## src/rtl/core/gbn_sw_pkg.sv

```systemverilog
// Shared types, widths and constants of the Go-Back-N sender window.
package gbn_sw_pkg;

   localparam int CMD_W      = 2;
   localparam int LEN_W      = 27;
   localparam int FNUM_W     = 8;
   localparam int SEQ_W      = 8;
   localparam int INDEX_BITS = 15;
   localparam int PLEN_W     = 13;
   localparam int KIND_W     = 2;
   localparam int TICK_W     = 32;
   localparam int WIN_W      = 4;
   localparam int TMO_W      = 16;
   localparam int CSR_IDX_W  = 1;
   localparam int CSR_DATA_W = 16;

   localparam int PAYLOAD_BYTES  = 8000;
   localparam int DEF_MAX_WINDOW = 8;

   // floor(len / PAYLOAD_BYTES) by reciprocal; the estimate is low by at most one
   localparam int DIV_SHIFT = LEN_W + $clog2(PAYLOAD_BYTES);
   localparam longint unsigned DIV_RECIP = (64'd1 << DIV_SHIFT) / PAYLOAD_BYTES;
   localparam int RECIP_W = $clog2(DIV_RECIP + 1);
   localparam int PROD_W  = LEN_W + RECIP_W;
   localparam int Q_W     = PROD_W - DIV_SHIFT;
   localparam int QP_W    = Q_W + $clog2(PAYLOAD_BYTES + 1);
   localparam int CNT_W   = (Q_W + 1 > INDEX_BITS) ? Q_W + 1 : INDEX_BITS;

   localparam logic [INDEX_BITS-1:0] IDX_MAX   = '1;
   localparam logic [PLEN_W-1:0]     PLEN_FULL = PLEN_W'(PAYLOAD_BYTES);
   localparam logic [SEQ_W:0]        SEQ_SPACE = (SEQ_W+1)'(1 << SEQ_W);

   localparam logic [WIN_W-1:0] WIN_RESET = 4'd5;
   localparam logic [TMO_W-1:0] TMO_RESET = 16'd100;

   localparam logic [FNUM_W-1:0] CHAR_ONE   = 8'h31;
   localparam logic [FNUM_W-1:0] CHAR_TWO   = 8'h32;
   localparam logic [FNUM_W-1:0] CHAR_THREE = 8'h33;

   localparam logic [KIND_W-1:0] KIND_JPG = 2'd1;
   localparam logic [KIND_W-1:0] KIND_TXT = 2'd2;

   typedef enum logic [CMD_W-1:0] {
      CMD_START = 2'd0,
      CMD_POLL  = 2'd1,
      CMD_ACK   = 2'd2,
      CMD_NOP   = 2'd3
   } cmd_type;

   typedef enum logic [CSR_IDX_W-1:0] {
      CSR_WINDOW  = 1'b0,
      CSR_TIMEOUT = 1'b1
   } csr_index_type;

   typedef struct packed {
      logic [CMD_W-1:0]  command;
      logic [LEN_W-1:0]  data_length;
      logic [FNUM_W-1:0] file_number;
      logic [SEQ_W-1:0]  ack_sequence;
      logic              ack_good;
   } req_data_type;

   typedef struct packed {
      req_data_type   req;
      logic [Q_W-1:0] q_est;
   } s1_type;

   typedef struct packed {
      req_data_type     req;
      logic [Q_W-1:0]   q_est;
      logic [LEN_W-1:0] rem_raw;
   } prep_type;

   typedef struct packed {
      logic                  send_valid;
      logic [INDEX_BITS-1:0] packet_index;
      logic [SEQ_W-1:0]      sequence_number;
      logic [LEN_W-1:0]      byte_offset;
      logic [PLEN_W-1:0]     payload_length;
      logic [KIND_W-1:0]     file_kind;
      logic [INDEX_BITS-1:0] window_head;
      logic [INDEX_BITS-1:0] next_to_send;
      logic                  timed_out;
      logic                  transfer_done;
   } rsp_data_type;

   typedef struct packed {
      logic              clear;
      logic              push;
      logic              pop;
      logic [SEQ_W:0]    pop_num;
      logic [TICK_W-1:0] push_time;
   } fifo_ctl_type;

endpackage

```

## src/rtl/core/gbn_sw_req_if.sv

```systemverilog
// Request channel: command and operands for the sender window.
interface gbn_sw_req_if;
   import gbn_sw_pkg::*;

   logic              valid;
   logic              ready;
   logic [CMD_W-1:0]  command;
   logic [LEN_W-1:0]  data_length;
   logic [FNUM_W-1:0] file_number;
   logic [SEQ_W-1:0]  ack_sequence;
   logic              ack_good;

   modport source (
      output valid, command, data_length, file_number, ack_sequence, ack_good,
      input  ready
   );

   modport sink (
      input  valid, command, data_length, file_number, ack_sequence, ack_good,
      output ready
   );
endinterface

```

## src/rtl/core/gbn_sw_rsp_if.sv

```systemverilog
// Response channel: send decision and window status.
interface gbn_sw_rsp_if;
   import gbn_sw_pkg::*;

   logic                  valid;
   logic                  ready;
   logic                  send_valid;
   logic [INDEX_BITS-1:0] packet_index;
   logic [SEQ_W-1:0]      sequence_number;
   logic [LEN_W-1:0]      byte_offset;
   logic [PLEN_W-1:0]     payload_length;
   logic [KIND_W-1:0]     file_kind;
   logic [INDEX_BITS-1:0] window_head;
   logic [INDEX_BITS-1:0] next_to_send;
   logic                  timed_out;
   logic                  transfer_done;

   modport source (
      output valid, send_valid, packet_index, sequence_number, byte_offset,
             payload_length, file_kind, window_head, next_to_send, timed_out,
             transfer_done,
      input  ready
   );

   modport sink (
      input  valid, send_valid, packet_index, sequence_number, byte_offset,
             payload_length, file_kind, window_head, next_to_send, timed_out,
             transfer_done,
      output ready
   );
endinterface

```

## src/rtl/core/gbn_sw_prep.sv

```systemverilog
// Two-stage input pipe: reciprocal divide of the length, then the remainder.
module gbn_sw_prep (
   input  logic                 clock,
   input  logic                 reset,
   gbn_sw_req_if.sink           req_bus,
   input  logic                 take,
   output logic                 s2_valid,
   output gbn_sw_pkg::prep_type s2_data
);
   import gbn_sw_pkg::*;

   logic              s1_v_ff, s1_v_in;
   s1_type            s1_ff, s1_in;
   logic              s2_v_ff, s2_v_in;
   prep_type          s2_ff, s2_in;
   logic              en1, en2;
   logic [PROD_W-1:0] prod;
   logic [QP_W-1:0]   qp;

   assign en2 = !s2_v_ff || take;
   assign en1 = !s1_v_ff || en2;
   assign req_bus.ready = en1;

   always_comb begin
      prod = PROD_W'(req_bus.data_length) * PROD_W'(DIV_RECIP);
      s1_in.req.command      = req_bus.command;
      s1_in.req.data_length  = req_bus.data_length;
      s1_in.req.file_number  = req_bus.file_number;
      s1_in.req.ack_sequence = req_bus.ack_sequence;
      s1_in.req.ack_good     = req_bus.ack_good;
      s1_in.q_est            = prod[PROD_W-1:DIV_SHIFT];
      s1_v_in                = req_bus.valid;
   end

   always_comb begin
      qp            = QP_W'(s1_ff.q_est) * QP_W'(PAYLOAD_BYTES);
      s2_in.req     = s1_ff.req;
      s2_in.q_est   = s1_ff.q_est;
      s2_in.rem_raw = s1_ff.req.data_length - LEN_W'(qp);
      s2_v_in       = s1_v_ff;
   end

   always_ff @(posedge clock) begin
      if (reset) begin
         s1_v_ff <= 1'b0;
         s2_v_ff <= 1'b0;
      end else begin
         if (en1) begin
            s1_v_ff <= s1_v_in;
         end
         if (en2) begin
            s2_v_ff <= s2_v_in;
         end
      end
   end

   always_ff @(posedge clock) begin
      if (en1) begin
         s1_ff <= s1_in;
      end
      if (en2) begin
         s2_ff <= s2_in;
      end
   end

   assign s2_valid = s2_v_ff;
   assign s2_data  = s2_ff;

   assert property (@(posedge clock) disable iff (reset)
      s1_v_ff && !en2 |=> s1_v_ff && $stable(s1_ff))
      else $error("stage one item lost while stage two stalled");
endmodule

```

## src/rtl/core/gbn_sw_fifo.sv

```systemverilog
// Send-time queue of outstanding packets, circular over MAX_WINDOW entries.
module gbn_sw_fifo #(
   parameter int MAX_WINDOW = gbn_sw_pkg::DEF_MAX_WINDOW
) (
   input  logic                                 clock,
   input  logic                                 reset,
   input  gbn_sw_pkg::fifo_ctl_type             ctl,
   output logic                                 empty,
   output logic [gbn_sw_pkg::TICK_W-1:0]        oldest
);
   import gbn_sw_pkg::*;

   localparam int PTR_W = (MAX_WINDOW > 1) ? $clog2(MAX_WINDOW) : 1;
   localparam int FC_W  = $clog2(MAX_WINDOW + 1);
   localparam int SUM_W = FC_W + 1;

   logic [TICK_W-1:0] mem_ff [MAX_WINDOW];
   logic [PTR_W-1:0]  rd_ff, rd_in;
   logic [FC_W-1:0]   count_ff, count_in;
   logic [SEQ_W:0]    pop9;
   logic [FC_W-1:0]   pop_amt;
   logic [SUM_W-1:0]  rd_sum, wr_sum;
   logic [PTR_W-1:0]  wr_ptr;
   logic              do_write;

   always_comb begin
      pop9    = ((SEQ_W+1)'(count_ff) < ctl.pop_num) ? (SEQ_W+1)'(count_ff) : ctl.pop_num;
      pop_amt = FC_W'(pop9);
      rd_sum  = SUM_W'(rd_ff) + SUM_W'(pop_amt);
      if (rd_sum >= SUM_W'(MAX_WINDOW)) begin
         rd_sum = rd_sum - SUM_W'(MAX_WINDOW);
      end
      wr_sum = SUM_W'(rd_ff) + SUM_W'(count_ff);
      if (wr_sum >= SUM_W'(MAX_WINDOW)) begin
         wr_sum = wr_sum - SUM_W'(MAX_WINDOW);
      end
      wr_ptr   = PTR_W'(wr_sum);
      do_write = 1'b0;
      rd_in    = rd_ff;
      count_in = count_ff;
      if (ctl.clear) begin
         rd_in    = '0;
         count_in = '0;
      end else if (ctl.pop) begin
         rd_in    = PTR_W'(rd_sum);
         count_in = count_ff - pop_amt;
      end else if (ctl.push && count_ff < FC_W'(MAX_WINDOW)) begin
         do_write = 1'b1;
         count_in = count_ff + 1'b1;
      end
   end

   always_ff @(posedge clock) begin
      if (reset) begin
         rd_ff    <= '0;
         count_ff <= '0;
      end else begin
         rd_ff    <= rd_in;
         count_ff <= count_in;
      end
   end

   always_ff @(posedge clock) begin
      if (do_write) begin
         mem_ff[wr_ptr] <= ctl.push_time;
      end
   end

   assign empty  = (count_ff == '0);
   assign oldest = mem_ff[rd_ff];

   assert property (@(posedge clock) disable iff (reset)
      count_ff <= FC_W'(MAX_WINDOW))
      else $error("send-time queue overfilled");

   assert property (@(posedge clock) disable iff (reset)
      ctl.clear |=> count_ff == '0)
      else $error("send-time queue not emptied by clear");
endmodule

```

## src/rtl/core/go_back_n_sender_window_top.sv

```systemverilog
// Go-Back-N sender window controller, top level.
//
// req_bus carries one command per request: start a transfer (length and file
// number), poll (one tick, maybe send the next packet, check the timeout) or
// ack (cumulative sequence number and checksum flag). Every request yields
// exactly one response on rsp_bus with the send decision and window status.
// Both channels use valid/ready; a request is taken when both are high.
// csr_write_enable/csr_index/csr_write_data set the window size and the
// timeout; write them only while no request is in flight.
//
// From request to response there is a reciprocal-multiply stage, a
// remainder stage, then the window update into the response register.
// Throughput is one request per cycle while rsp_bus is ready.
// A stalled rsp_bus holds the response and backs up the pipe; the input stages
// keep filling until all three hold a request. Reset empties the pipe and sets
// window 5, timeout 100, file kind TXT; the send-time queue holds MAX_WINDOW
// entries in flip-flops and needs no clearing pass.
module go_back_n_sender_window_top #(
   parameter int MAX_WINDOW = gbn_sw_pkg::DEF_MAX_WINDOW
) (
   input  logic                              clock,
   input  logic                              reset,
   gbn_sw_req_if.sink                        req_bus,
   gbn_sw_rsp_if.source                      rsp_bus,
   input  logic                              csr_write_enable,
   input  logic [gbn_sw_pkg::CSR_IDX_W-1:0]  csr_index,
   input  logic [gbn_sw_pkg::CSR_DATA_W-1:0] csr_write_data
);
   import gbn_sw_pkg::*;

   localparam int WCMP_W = ($clog2(MAX_WINDOW + 1) > WIN_W) ? $clog2(MAX_WINDOW + 1) : WIN_W;

   logic                  s2_v;
   prep_type              s2;
   logic                  take, fire;
   fifo_ctl_type          fctl;
   logic                  f_empty;
   logic [TICK_W-1:0]     f_oldest;

   logic [INDEX_BITS-1:0] total_ff, total_in;
   logic [PLEN_W-1:0]     last_len_ff, last_len_in;
   logic [KIND_W-1:0]     kind_ff, kind_in;
   logic [INDEX_BITS-1:0] head_ff, head_in;
   logic [INDEX_BITS-1:0] next_ff, next_in;
   logic [TICK_W-1:0]     tick_ff, tick_in;
   logic [WIN_W-1:0]      window_ff;
   logic [TMO_W-1:0]      timeout_ff;
   logic                  out_v_ff;
   rsp_data_type          out_ff, out_in;

   cmd_type               cmd;
   logic [WCMP_W-1:0]     win_wide, win_eff;
   logic                  fix;
   logic [Q_W-1:0]        q_fix;
   logic [LEN_W-1:0]      rem_fix;
   logic [PLEN_W-1:0]     rem_n;
   logic [CNT_W-1:0]      cnt;
   logic [INDEX_BITS:0]   diff;
   logic                  send, tout;
   logic [PLEN_W-1:0]     plen;
   logic [TICK_W-1:0]     tick_new, old_t;
   logic                  has_entry;
   logic [SEQ_W:0]        h9, a9, w9, num;
   logic [INDEX_BITS:0]   nh;

   gbn_sw_prep u_prep (
      .clock    (clock),
      .reset    (reset),
      .req_bus  (req_bus),
      .take     (take),
      .s2_valid (s2_v),
      .s2_data  (s2)
   );

   gbn_sw_fifo #(
      .MAX_WINDOW (MAX_WINDOW)
   ) u_fifo (
      .clock  (clock),
      .reset  (reset),
      .ctl    (fctl),
      .empty  (f_empty),
      .oldest (f_oldest)
   );

   assign take = !out_v_ff || rsp_bus.ready;
   assign fire = s2_v && take;
   assign cmd  = cmd_type'(s2.req.command);

   always_comb begin
      win_wide = WCMP_W'(window_ff);
      if (win_wide == '0) begin
         win_eff = WCMP_W'(1);
      end else if (win_wide > WCMP_W'(MAX_WINDOW)) begin
         win_eff = WCMP_W'(MAX_WINDOW);
      end else begin
         win_eff = win_wide;
      end
   end

   always_comb begin
      fix     = (s2.rem_raw >= LEN_W'(PAYLOAD_BYTES));
      q_fix   = s2.q_est + Q_W'(fix);
      rem_fix = fix ? s2.rem_raw - LEN_W'(PAYLOAD_BYTES) : s2.rem_raw;
      rem_n   = PLEN_W'(rem_fix);
      cnt     = CNT_W'(q_fix) + CNT_W'(rem_n != '0);
   end

   always_comb begin
      total_in    = total_ff;
      last_len_in = last_len_ff;
      kind_in     = kind_ff;
      head_in     = head_ff;
      next_in     = next_ff;
      tick_in     = tick_ff;
      send        = 1'b0;
      tout        = 1'b0;
      plen        = '0;
      tick_new    = tick_ff + 1'b1;
      diff        = {1'b0, next_ff} - {1'b0, head_ff};
      old_t       = f_oldest;
      has_entry   = 1'b0;
      h9          = {1'b0, head_ff[SEQ_W-1:0]};
      a9          = {1'b0, s2.req.ack_sequence};
      w9          = (SEQ_W+1)'(win_eff);
      num         = '0;
      nh          = '0;
      fctl        = '0;
      fctl.push_time = tick_new;
      case (cmd)
         CMD_START: begin
            total_in    = (cnt > CNT_W'(IDX_MAX)) ? IDX_MAX : INDEX_BITS'(cnt);
            last_len_in = (rem_n == '0) ? PLEN_FULL : rem_n;
            kind_in     = (s2.req.file_number == CHAR_ONE || s2.req.file_number == CHAR_TWO ||
                           s2.req.file_number == CHAR_THREE) ? KIND_JPG : KIND_TXT;
            head_in     = '0;
            next_in     = '0;
            fctl.clear  = fire;
         end
         CMD_POLL: begin
            tick_in = tick_new;
            if (!diff[INDEX_BITS] && diff < (INDEX_BITS+1)'(win_eff) && next_ff < total_ff) begin
               send    = 1'b1;
               plen    = ({1'b0, next_ff} + 1'b1 == {1'b0, total_ff}) ? last_len_ff : PLEN_FULL;
               next_in = next_ff + 1'b1;
            end
            fctl.push = fire && send;
            has_entry = !f_empty || send;
            if (f_empty) begin
               old_t = tick_new;
            end
            if (has_entry && (tick_new - old_t) > TICK_W'(timeout_ff)) begin
               tout       = 1'b1;
               next_in    = head_ff;
               fctl.clear = fire;
            end
         end
         CMD_ACK: begin
            if (!s2.req.ack_good) begin
               next_in    = head_ff;
               fctl.clear = fire;
            end else begin
               if (a9 >= h9) begin
                  num = a9 - h9 + 1'b1;
               end else if (h9 > SEQ_SPACE - w9 && a9 + (SEQ_SPACE - h9) < w9) begin
                  num = SEQ_SPACE - h9 + a9 + 1'b1;
               end
               if (num != '0) begin
                  nh           = {1'b0, head_ff} + (INDEX_BITS+1)'(num);
                  head_in      = (nh > {1'b0, total_ff}) ? total_ff : INDEX_BITS'(nh);
                  fctl.pop     = fire;
                  fctl.pop_num = num;
                  if (next_ff < head_in) begin
                     next_in = head_in;
                  end
               end
            end
         end
         default: begin
         end
      endcase
   end

   always_comb begin
      out_in.send_valid      = send;
      out_in.packet_index    = send ? next_ff : '0;
      out_in.sequence_number = send ? next_ff[SEQ_W-1:0] : '0;
      out_in.byte_offset     = send ? LEN_W'(32'(next_ff) * 32'(PAYLOAD_BYTES)) : '0;
      out_in.payload_length  = plen;
      out_in.file_kind       = kind_in;
      out_in.window_head     = head_in;
      out_in.next_to_send    = next_in;
      out_in.timed_out       = tout;
      out_in.transfer_done   = (head_in >= total_in);
   end

   always_ff @(posedge clock) begin
      if (reset) begin
         total_ff    <= '0;
         last_len_ff <= '0;
         kind_ff     <= KIND_TXT;
         head_ff     <= '0;
         next_ff     <= '0;
         tick_ff     <= '0;
         out_v_ff    <= 1'b0;
      end else begin
         if (fire) begin
            total_ff    <= total_in;
            last_len_ff <= last_len_in;
            kind_ff     <= kind_in;
            head_ff     <= head_in;
            next_ff     <= next_in;
            tick_ff     <= tick_in;
         end
         if (take) begin
            out_v_ff <= s2_v;
         end
      end
   end

   always_ff @(posedge clock) begin
      if (fire) begin
         out_ff <= out_in;
      end
   end

   always_ff @(posedge clock) begin
      if (reset) begin
         window_ff  <= WIN_RESET;
         timeout_ff <= TMO_RESET;
      end else if (csr_write_enable) begin
         case (csr_index_type'(csr_index))
            CSR_WINDOW:  window_ff  <= WIN_W'(csr_write_data);
            CSR_TIMEOUT: timeout_ff <= TMO_W'(csr_write_data);
            default: begin
            end
         endcase
      end
   end

   assign rsp_bus.valid           = out_v_ff;
   assign rsp_bus.send_valid      = out_ff.send_valid;
   assign rsp_bus.packet_index    = out_ff.packet_index;
   assign rsp_bus.sequence_number = out_ff.sequence_number;
   assign rsp_bus.byte_offset     = out_ff.byte_offset;
   assign rsp_bus.payload_length  = out_ff.payload_length;
   assign rsp_bus.file_kind       = out_ff.file_kind;
   assign rsp_bus.window_head     = out_ff.window_head;
   assign rsp_bus.next_to_send    = out_ff.next_to_send;
   assign rsp_bus.timed_out       = out_ff.timed_out;
   assign rsp_bus.transfer_done   = out_ff.transfer_done;

   assert property (@(posedge clock) disable iff (reset)
      head_ff <= next_ff && head_ff <= total_ff)
      else $error("window head passed next index or packet total");

   assert property (@(posedge clock) disable iff (reset)
      out_v_ff && out_ff.send_valid |-> out_ff.packet_index < total_ff)
      else $error("sent packet outside the transfer");

   assert property (@(posedge clock) disable iff (reset)
      out_v_ff && out_ff.timed_out |-> out_ff.next_to_send == out_ff.window_head)
      else $error("timeout did not rewind to the window head");
endmodule

```

## src/flat_wrapper.sv

```systemverilog
// flat-port wrapper written by rule: the top's interface ports become plain ports
module go_back_n_sender_window_top_flat import gbn_sw_pkg::*;
#(
   parameter int MAX_WINDOW = gbn_sw_pkg::DEF_MAX_WINDOW
)
  (clock, reset, csr_write_enable, csr_index, csr_write_data, req_bus_valid, req_bus_command, req_bus_data_length, req_bus_file_number, req_bus_ack_sequence, req_bus_ack_good, req_bus_ready, rsp_bus_valid, rsp_bus_send_valid, rsp_bus_packet_index, rsp_bus_sequence_number, rsp_bus_byte_offset, rsp_bus_payload_length, rsp_bus_file_kind, rsp_bus_window_head, rsp_bus_next_to_send, rsp_bus_timed_out, rsp_bus_transfer_done, rsp_bus_ready);
  gbn_sw_req_if req_bus_i ();
  gbn_sw_rsp_if rsp_bus_i ();
  input  logic clock;
  input  logic reset;
  input  logic csr_write_enable;
  input  logic [gbn_sw_pkg::CSR_IDX_W-1:0] csr_index;
  input  logic [gbn_sw_pkg::CSR_DATA_W-1:0] csr_write_data;
  input wire logic [$bits(req_bus_i.valid)-1:0] req_bus_valid;
  input wire logic [$bits(req_bus_i.command)-1:0] req_bus_command;
  input wire logic [$bits(req_bus_i.data_length)-1:0] req_bus_data_length;
  input wire logic [$bits(req_bus_i.file_number)-1:0] req_bus_file_number;
  input wire logic [$bits(req_bus_i.ack_sequence)-1:0] req_bus_ack_sequence;
  input wire logic [$bits(req_bus_i.ack_good)-1:0] req_bus_ack_good;
  output wire logic [$bits(req_bus_i.ready)-1:0] req_bus_ready;
  output wire logic [$bits(rsp_bus_i.valid)-1:0] rsp_bus_valid;
  output wire logic [$bits(rsp_bus_i.send_valid)-1:0] rsp_bus_send_valid;
  output wire logic [$bits(rsp_bus_i.packet_index)-1:0] rsp_bus_packet_index;
  output wire logic [$bits(rsp_bus_i.sequence_number)-1:0] rsp_bus_sequence_number;
  output wire logic [$bits(rsp_bus_i.byte_offset)-1:0] rsp_bus_byte_offset;
  output wire logic [$bits(rsp_bus_i.payload_length)-1:0] rsp_bus_payload_length;
  output wire logic [$bits(rsp_bus_i.file_kind)-1:0] rsp_bus_file_kind;
  output wire logic [$bits(rsp_bus_i.window_head)-1:0] rsp_bus_window_head;
  output wire logic [$bits(rsp_bus_i.next_to_send)-1:0] rsp_bus_next_to_send;
  output wire logic [$bits(rsp_bus_i.timed_out)-1:0] rsp_bus_timed_out;
  output wire logic [$bits(rsp_bus_i.transfer_done)-1:0] rsp_bus_transfer_done;
  input wire logic [$bits(rsp_bus_i.ready)-1:0] rsp_bus_ready;
  assign req_bus_i.valid = req_bus_valid;
  assign req_bus_i.command = req_bus_command;
  assign req_bus_i.data_length = req_bus_data_length;
  assign req_bus_i.file_number = req_bus_file_number;
  assign req_bus_i.ack_sequence = req_bus_ack_sequence;
  assign req_bus_i.ack_good = req_bus_ack_good;
  assign req_bus_ready = req_bus_i.ready;
  assign rsp_bus_valid = rsp_bus_i.valid;
  assign rsp_bus_send_valid = rsp_bus_i.send_valid;
  assign rsp_bus_packet_index = rsp_bus_i.packet_index;
  assign rsp_bus_sequence_number = rsp_bus_i.sequence_number;
  assign rsp_bus_byte_offset = rsp_bus_i.byte_offset;
  assign rsp_bus_payload_length = rsp_bus_i.payload_length;
  assign rsp_bus_file_kind = rsp_bus_i.file_kind;
  assign rsp_bus_window_head = rsp_bus_i.window_head;
  assign rsp_bus_next_to_send = rsp_bus_i.next_to_send;
  assign rsp_bus_timed_out = rsp_bus_i.timed_out;
  assign rsp_bus_transfer_done = rsp_bus_i.transfer_done;
  assign rsp_bus_i.ready = rsp_bus_ready;
  go_back_n_sender_window_top #(.MAX_WINDOW(MAX_WINDOW)) u_core (.clock(clock), .reset(reset), .req_bus(req_bus_i), .rsp_bus(rsp_bus_i), .csr_write_enable(csr_write_enable), .csr_index(csr_index), .csr_write_data(csr_write_data));
endmodule
```

## config.mk

```make
export PLATFORM = sky130hd
export DESIGN_NAME = go_back_n_sender_window_top_flat
export DESIGN_NICKNAME = d
export VERILOG_FILES = /design/src/rtl/core/gbn_sw_pkg.sv /design/src/rtl/core/gbn_sw_req_if.sv /design/src/rtl/core/gbn_sw_rsp_if.sv /design/src/rtl/core/gbn_sw_prep.sv /design/src/rtl/core/gbn_sw_fifo.sv /design/src/rtl/core/go_back_n_sender_window_top.sv /design/src/flat_wrapper.sv
export SDC_FILE = /design/constraint.sdc
export NUM_CORES = 2
export LEC_CHECK = 0
export ABC_AREA = 1
export BUFFER_PORTS_ARGS = -buffer_cell sky130_fd_sc_hd__buf_2
export CAP_MARGIN = 25
export CORE_ASPECT_RATIO = 0.7
export CORE_MARGIN = 2
export CORE_UTILIZATION = 45
export CTS_CLUSTER_SIZE = 40
export DETAILED_ROUTE_END_ITERATION = 8
export PLACE_DENSITY_LB_ADDON = 0.15
export SLEW_MARGIN = 20
export SYNTH_ARGS = -nofsm -noshare
export SYNTH_HDL_FRONTEND = slang
export SYNTH_HIERARCHICAL = 1
export SYNTH_SLANG_ARGS = --single-unit
```

## constraint.sdc

```tcl
create_clock -name clock -period 18.6 [get_ports clock]
set_clock_uncertainty 0.1 [all_clocks]
set_input_delay 0.93 -clock clock [delete_from_list [all_inputs] [get_ports clock]]
set_output_delay 0.93 -clock clock [all_outputs]
set_load 0.01 [all_outputs]
```

# --- Word level (Yosys, flattened, before mapping) ---
# Memories as Yosys holds them, arrays and structs flattened. A register that Yosys moved wholly into a read port is not among the register bits.
# Cells that the tools add are included.
totals:
  input_bits: 68
  mem_count: 1
  elab_cells: 166
  reg_bits: 342
  ramBits: 256
mem_list:
  columns: ["name", "words", "word_bits", "read_ports", "rd_ports_with_merged_regs", "write_ports", "line", "source"]
  rows:
  - ["u_core.u_fifo.mem_ff", 8, 32, 1, 1, 1, "gbn_sw_fifo.sv:17", "logic [TICK_W-1:0] mem_ff [MAX_WINDOW];"]
classes:
  n_mux: 48
  order_cmp: 16
  eq_ne: 6
  n_reduce_logical: 32
  n_addsub: 22
  n_mul: 3
  bitwise_logic: 1
op_table:
  columns: ["operator", "count"]
  rows:
  - ["$mux W15", 10]
  - ["$mux W32", 2]
  - ["$mul A27 B28 Y55 const B", 1]
  - ["$pmux W15 S3", 1]
  - ["$mul A15 B7 Y21 const B", 2]
  - ["$mux W13", 3]
  - ["$mux W9", 4]
  - ["$add A32 B1 Y32 const B", 1]
  - ["$gt A32 B16 Y1", 1]
  - ["$sub A32 B32 Y32", 1]
  - ["$lt A15 B15 Y1", 2]
  - ["$mux W10", 3]
  - ["$pmux W15 S2", 1]
  - ["$ge A27 B13 Y1 const B", 1]
  - ["$sub A27 B27 Y27", 1]
  - ["$eq A8 B6 Y1 const B", 3]
  - ["$mux W4", 5]
  - ["$add A9 B1 Y9 const B", 2]
  - ["$add A15 B1 Y16", 1]
  - ["$add A15 B1 Y16 const B", 1]
  - ["$add A15 B9 Y16", 1]
  - ["$eq A16 B15 Y1", 1]
  - ["$gt A16 B15 Y1", 1]
  - ["$gt A16 B15 Y1 const B", 1]
  - ["other kinds (40)", 78]

# --- Logic depth before layout (Yosys ltp) ---
logic_depth:
  depth_word: 21
  mapped_depth: 61

# --- Hierarchy ---
# The synthesis kept the hierarchy.
by_module_without_submodules:
  columns: ["mod", "cells_each", "seq_area_each_um2", "n_inst", "area_per_inst_um2"]
  rows:
  - ["gbn_sw_prep", 2137, 4334.2, 1, 20063.0]
  - ["go_back_n_sender_window_top", 2743, 4724.5, 1, 19787.7]
  - ["gbn_sw_fifo", 852, 7887.6, 1, 10681.5]

# --- Worst setup path before layout ---
# Ideal clock, no wire load.
synth_timing:
  path_type: "register -> register"
  startpoint: "register u_core.head_ff[1]"
  endpoint: "register u_core.out_ff (netlist bit u_core/rsp_bus.next_to_send[6]) (data pin)"
  arrival_time_ns: 6.902
  stages_incl_launch_ff: 49
  setup_slack_ns: 11.338
  synth_period_minus_slack_ns: 7.262
  setup_time_ns: 0.260
  required_ns: 18.240
  cell_sequence: "dfxtp_1 -> inv_1 -> fa_1 -> or2_2 -> nand2_1 -> inv_1 -> ha_1 -> nand2_1 -> nand2_1 -> nand2_1 -> nand2_1 -> nor2_4 -> nand2_1 -> nand2_1 -> nand2_2 -> inv_1 -> ha_1 -> fa_1 -> (+13 left out) -> nand2_1 -> nor2_1 -> nand4_1 -> nand2_4 -> clkbuf_1 -> nand2_1 -> o21ai_0 -> inv_1 -> ha_1 -> a21oi_1 -> nor2_1 -> a2111oi_1 -> nand3_4 -> buf_6 -> nand2_1 -> nand3_1 -> nand2_1 -> nand3_1"
synth_between:
  elab_chain_len: 16
  elab_cells_between_ends: 33
synth_lines:
  columns: ["item", "line", "source"]
  rows:
  - ["from (decl)", "go_back_n_sender_window_top.sv:43", "logic [INDEX_BITS-1:0] head_ff, head_in;"]
  - ["from (signal assigned)", "go_back_n_sender_window_top.sv:210", "head_ff <= head_in;"]
  - ["$sub A9 B8 Y9", "go_back_n_sender_window_top.sv:164, go_back_n_sender_window_top.sv:165", null]
  - ["$add A8 B9 Y9", "go_back_n_sender_window_top.sv:164, go_back_n_sender_window_top.sv:165", null]
  - ["$lt A9 B4 Y1", "go_back_n_sender_window_top.sv:164", "end else if (h9 > SEQ_SPACE - w9 && a9 + (SEQ_SPACE - h9) < w9) begin"]
  - ["$logic_and A1 B1 Y1", "go_back_n_sender_window_top.sv:164", null]
  - ["$mux W9", "go_back_n_sender_window_top.sv:164", null]
  - ["$mux W9", "go_back_n_sender_window_top.sv:162", "if (a9 >= h9) begin"]
  - ["$mux W9", "go_back_n_sender_window_top.sv:158", "if (!s2.req.ack_good) begin"]
  - ["$mux W9", "go_back_n_sender_window_top.sv:129", "case (cmd)"]
  - ["$add A15 B9 Y16", "go_back_n_sender_window_top.sv:168", "nh = {1'b0, head_ff} + (INDEX_BITS+1)'(num);"]
  - ["$gt A16 B15 Y1", "go_back_n_sender_window_top.sv:169", "head_in = (nh > {1'b0, total_ff}) ? total_ff : INDEX_BITS'(nh);"]
  - ["$mux W15", "go_back_n_sender_window_top.sv:169", null]
  - ["$lt A15 B15 Y1", "go_back_n_sender_window_top.sv:172", "if (next_ff < head_in) begin"]
  - ["$mux W15", "go_back_n_sender_window_top.sv:172", null]
  - ["$mux W15", "go_back_n_sender_window_top.sv:167", "if (num != '0) begin"]
  - ["$mux W15", "go_back_n_sender_window_top.sv:158", null]
  - ["$pmux W15 S3 *", "go_back_n_sender_window_top.sv:129", null]
  - ["net u_core.next_in[6]", "go_back_n_sender_window_top.sv:44", "logic [INDEX_BITS-1:0] next_ff, next_in;"]
  - ["to (signal assigned)", "go_back_n_sender_window_top.sv:222", "out_ff <= out_in;"]
  - ["to (decl)", "go_back_n_sender_window_top.sv:49", "rsp_data_type out_ff, out_in;"]
# Mark *: on every way through the listed nets, which the timed path passes. The rest lies on a longest branch. The select of a mux whose other input is x is not followed.
# A chain may end at the register's enable or synchronous reset.

==> summary.txt <==
Floorplanning
  • Number of I/O pins: 168
  • Die area: 0.114 mm2
  • Die Wd: 402 um
  • Die Height: 282 um
  • Starting Density: 45.2%
  • Std-Cell Rows: 102
  • Core Area: 0.110 mm2

Layout
  • Area occupied by multi-input gates: 0.0289 mm2
  • Final Instance Area: 0.0542 mm2
  • Flip-flop and latch area: 0.0163 mm2
  • Area delta synth->final: 8.79%
  • Final nets: 6823
  • Layout cell share with drive strength beyond 1: 7.75%
  • Layout filler cell count: 10600

Setup path
  • Crit path max fanout: 91
  • FF-to-FF path depth: 31
  • Reg-to-reg critical path endpoint: u_core/u_fifo/mem_ff[4][10]
  • Worst EP required: 18780 ps
  • Top cell by count, worst path: nand2_1
  • Setup Crit Path Kind: register to register
  • Startpoint types: register
  • CP max stage delay: 750 ps
  • Crit-path leading delay family: simple AND/OR/NAND/NOR gates
  • Crit path DAT: 8730 ps
  • FF-to-FF setup slack: 10050 ps
  • Slowest-stage cell, CP: dfxtp_4
  • CP endpoint kind: register
  • CP bufs+invs: 4

CTS
  • CTS clk-pin slew, worst paths: 70 ps
  • CTS tree: built
  • CTS Hold Bufs: 0
  • CTS sink cnt: 585
  • Clock Latency Late Sink: 660 ps
  • Max Root-Sink Buffers: 3
  • Resized cells post-CTS: 0
  • Total CTS buffers: 61
  • Post-CTS Setup Inserts: 0
  • Clock Root Buffer: clkbuf_16
  • H-tree depth: 2

Synth
  • Synthesis Warnings: 6
  • Mean Syn Cell Area: 8.74 um2
  • Synthesized area: 0.0499 mm2
  • Post-Syn Instances: 5705

Route
  • Final WL: 145 mm
  • Routed Antenna Nets: 0
  • Via density: 5.33
  • Via count: 39200
  • DRT Pass-1 Iters: 6
  • Drt first-iter violations: 3377
  • Remaining DRCs: 0
  • Routed WL per cell: 19.6 um

Place
  • Dpl hpwl: 112 mm
  • Placer Congestion: 0.980
  • Placed cell area: 0.0522 mm2
  • Count of port buffers added during placement: 161

GRT
  • Number of global-route vias before repair: 37500
  • Initial antenna violation count: 7
  • Total GRT Usage: 25.6%
  • Largest net degree at the start of global routing: 92
  • Grt ovf: 0
  • First-pass GRT wire length: 223 mm

STA
  • # setup viols final: 0
  • Worst-margin pin slew: 1080 ps
  • Final slew viol count: 0
  • FMAX: 0.117 GHz
  • Fin crit share: 46.0%
  • Setup TNS: 0 ps
  • RSZ-0062 raised after global routing: false
  • Final Hold Fails: 0
  • Rel. slew slack: 27.7%
  • Final min period: 8550 ps

Min path
  • Hold depth: 0
  • Worst min path class: register to register
  • Hold EP: u_core/u_prep/s2_data[61]
  • Min-delay src: u_core/u_prep/s1_ff[34]

Outcome
  • Status: finished, final reports clean

Job
  • Number of max-cap violations: 0
-- cell usage in the layout, fill, tap and decap left out, drive strengths merged, types with 8 or more instances in the layout --
cell type and n:
o21a 9, edfxtp 460, nand2 886, o21ai 392, o21bai 33, nand3b 9, a21oi 331, nor2 596
fa 336, dfxtp 125, xor2 119, a31oi 39, nand4 96, xnor2 42, nor4 18, a21o 19
buf 205, clkinv 22, clkbuf 80, nor3 61, o22ai 40, clkinvlp 9, or2 14, inv 1066
o221ai 16, a21boi 8, ha 572, nand3 242
-- state kept, by name (all words and copies together) (netlist names), 16 cells and up, named ones only --
name,count
u_core/tick_ff,32
u_core/rsp_bus.byte_offset,19
u_core/timeout_ff,16
u_core/u_prep/s1_ff,61
u_core/u_fifo/mem_ff,256
u_core/u_prep/s2_data,61
-- metrics by stage --
stage	std cells	hold slack [ps]	setup WS, ps	utilization (%)
6_report	7362	312	10050	49.2
5_1_grt	7358	310	9420	49.2
4_1_cts	7354	300	10210	49.2
3_5_place_dp	7239	305	10240	47.4
3_3_place_gp	7236	302	10090	47.3
2_1_floorplan	5711	300	11340	-
-- how the worst max path moves through the flow --
stage	startpoint	end	slack (ps)	cells after the start
final	register	u_core/u_fifo/mem_ff[4][10]	10050	31
after global routing	register	u_core/u_fifo/mem_ff[4][8]	9420	34
after CTS	register	u_core/u_fifo/mem_ff[4][8]	10210	31
after detailed placement	register	u_core/u_fifo/mem_ff[4][10]	10240	31
after global placement	register	u_core/u_fifo/mem_ff[0][8]	10090	30
after floorplan	u_core/head_ff[1]	u_core/rsp_bus.next_to_send[6]	11340	48
-- layer usage --
layer	track usage, %	up-vias	wire length, um
li1	-	19000	-
met1	39.9	18800	72000
met2	35.7	1315	56600
met3	6.21	142	13500
met4	4.66	2	2470
met5	1.00	-	9
-- cell type report --
class,instances,share of cell area [%]
multi-input combinational,3929,53.3
sequential,585,30.1
inverter,1065,7.38
tap,1456,3.36
clock buffer,80,3.04
timing repair buffer,205,2.17
clock inverter,35,0.591
antenna,7,0.0323
Power is not shown: default switching activity piles up to over one toggle a cycle in this logic, so the estimate is an artifact.
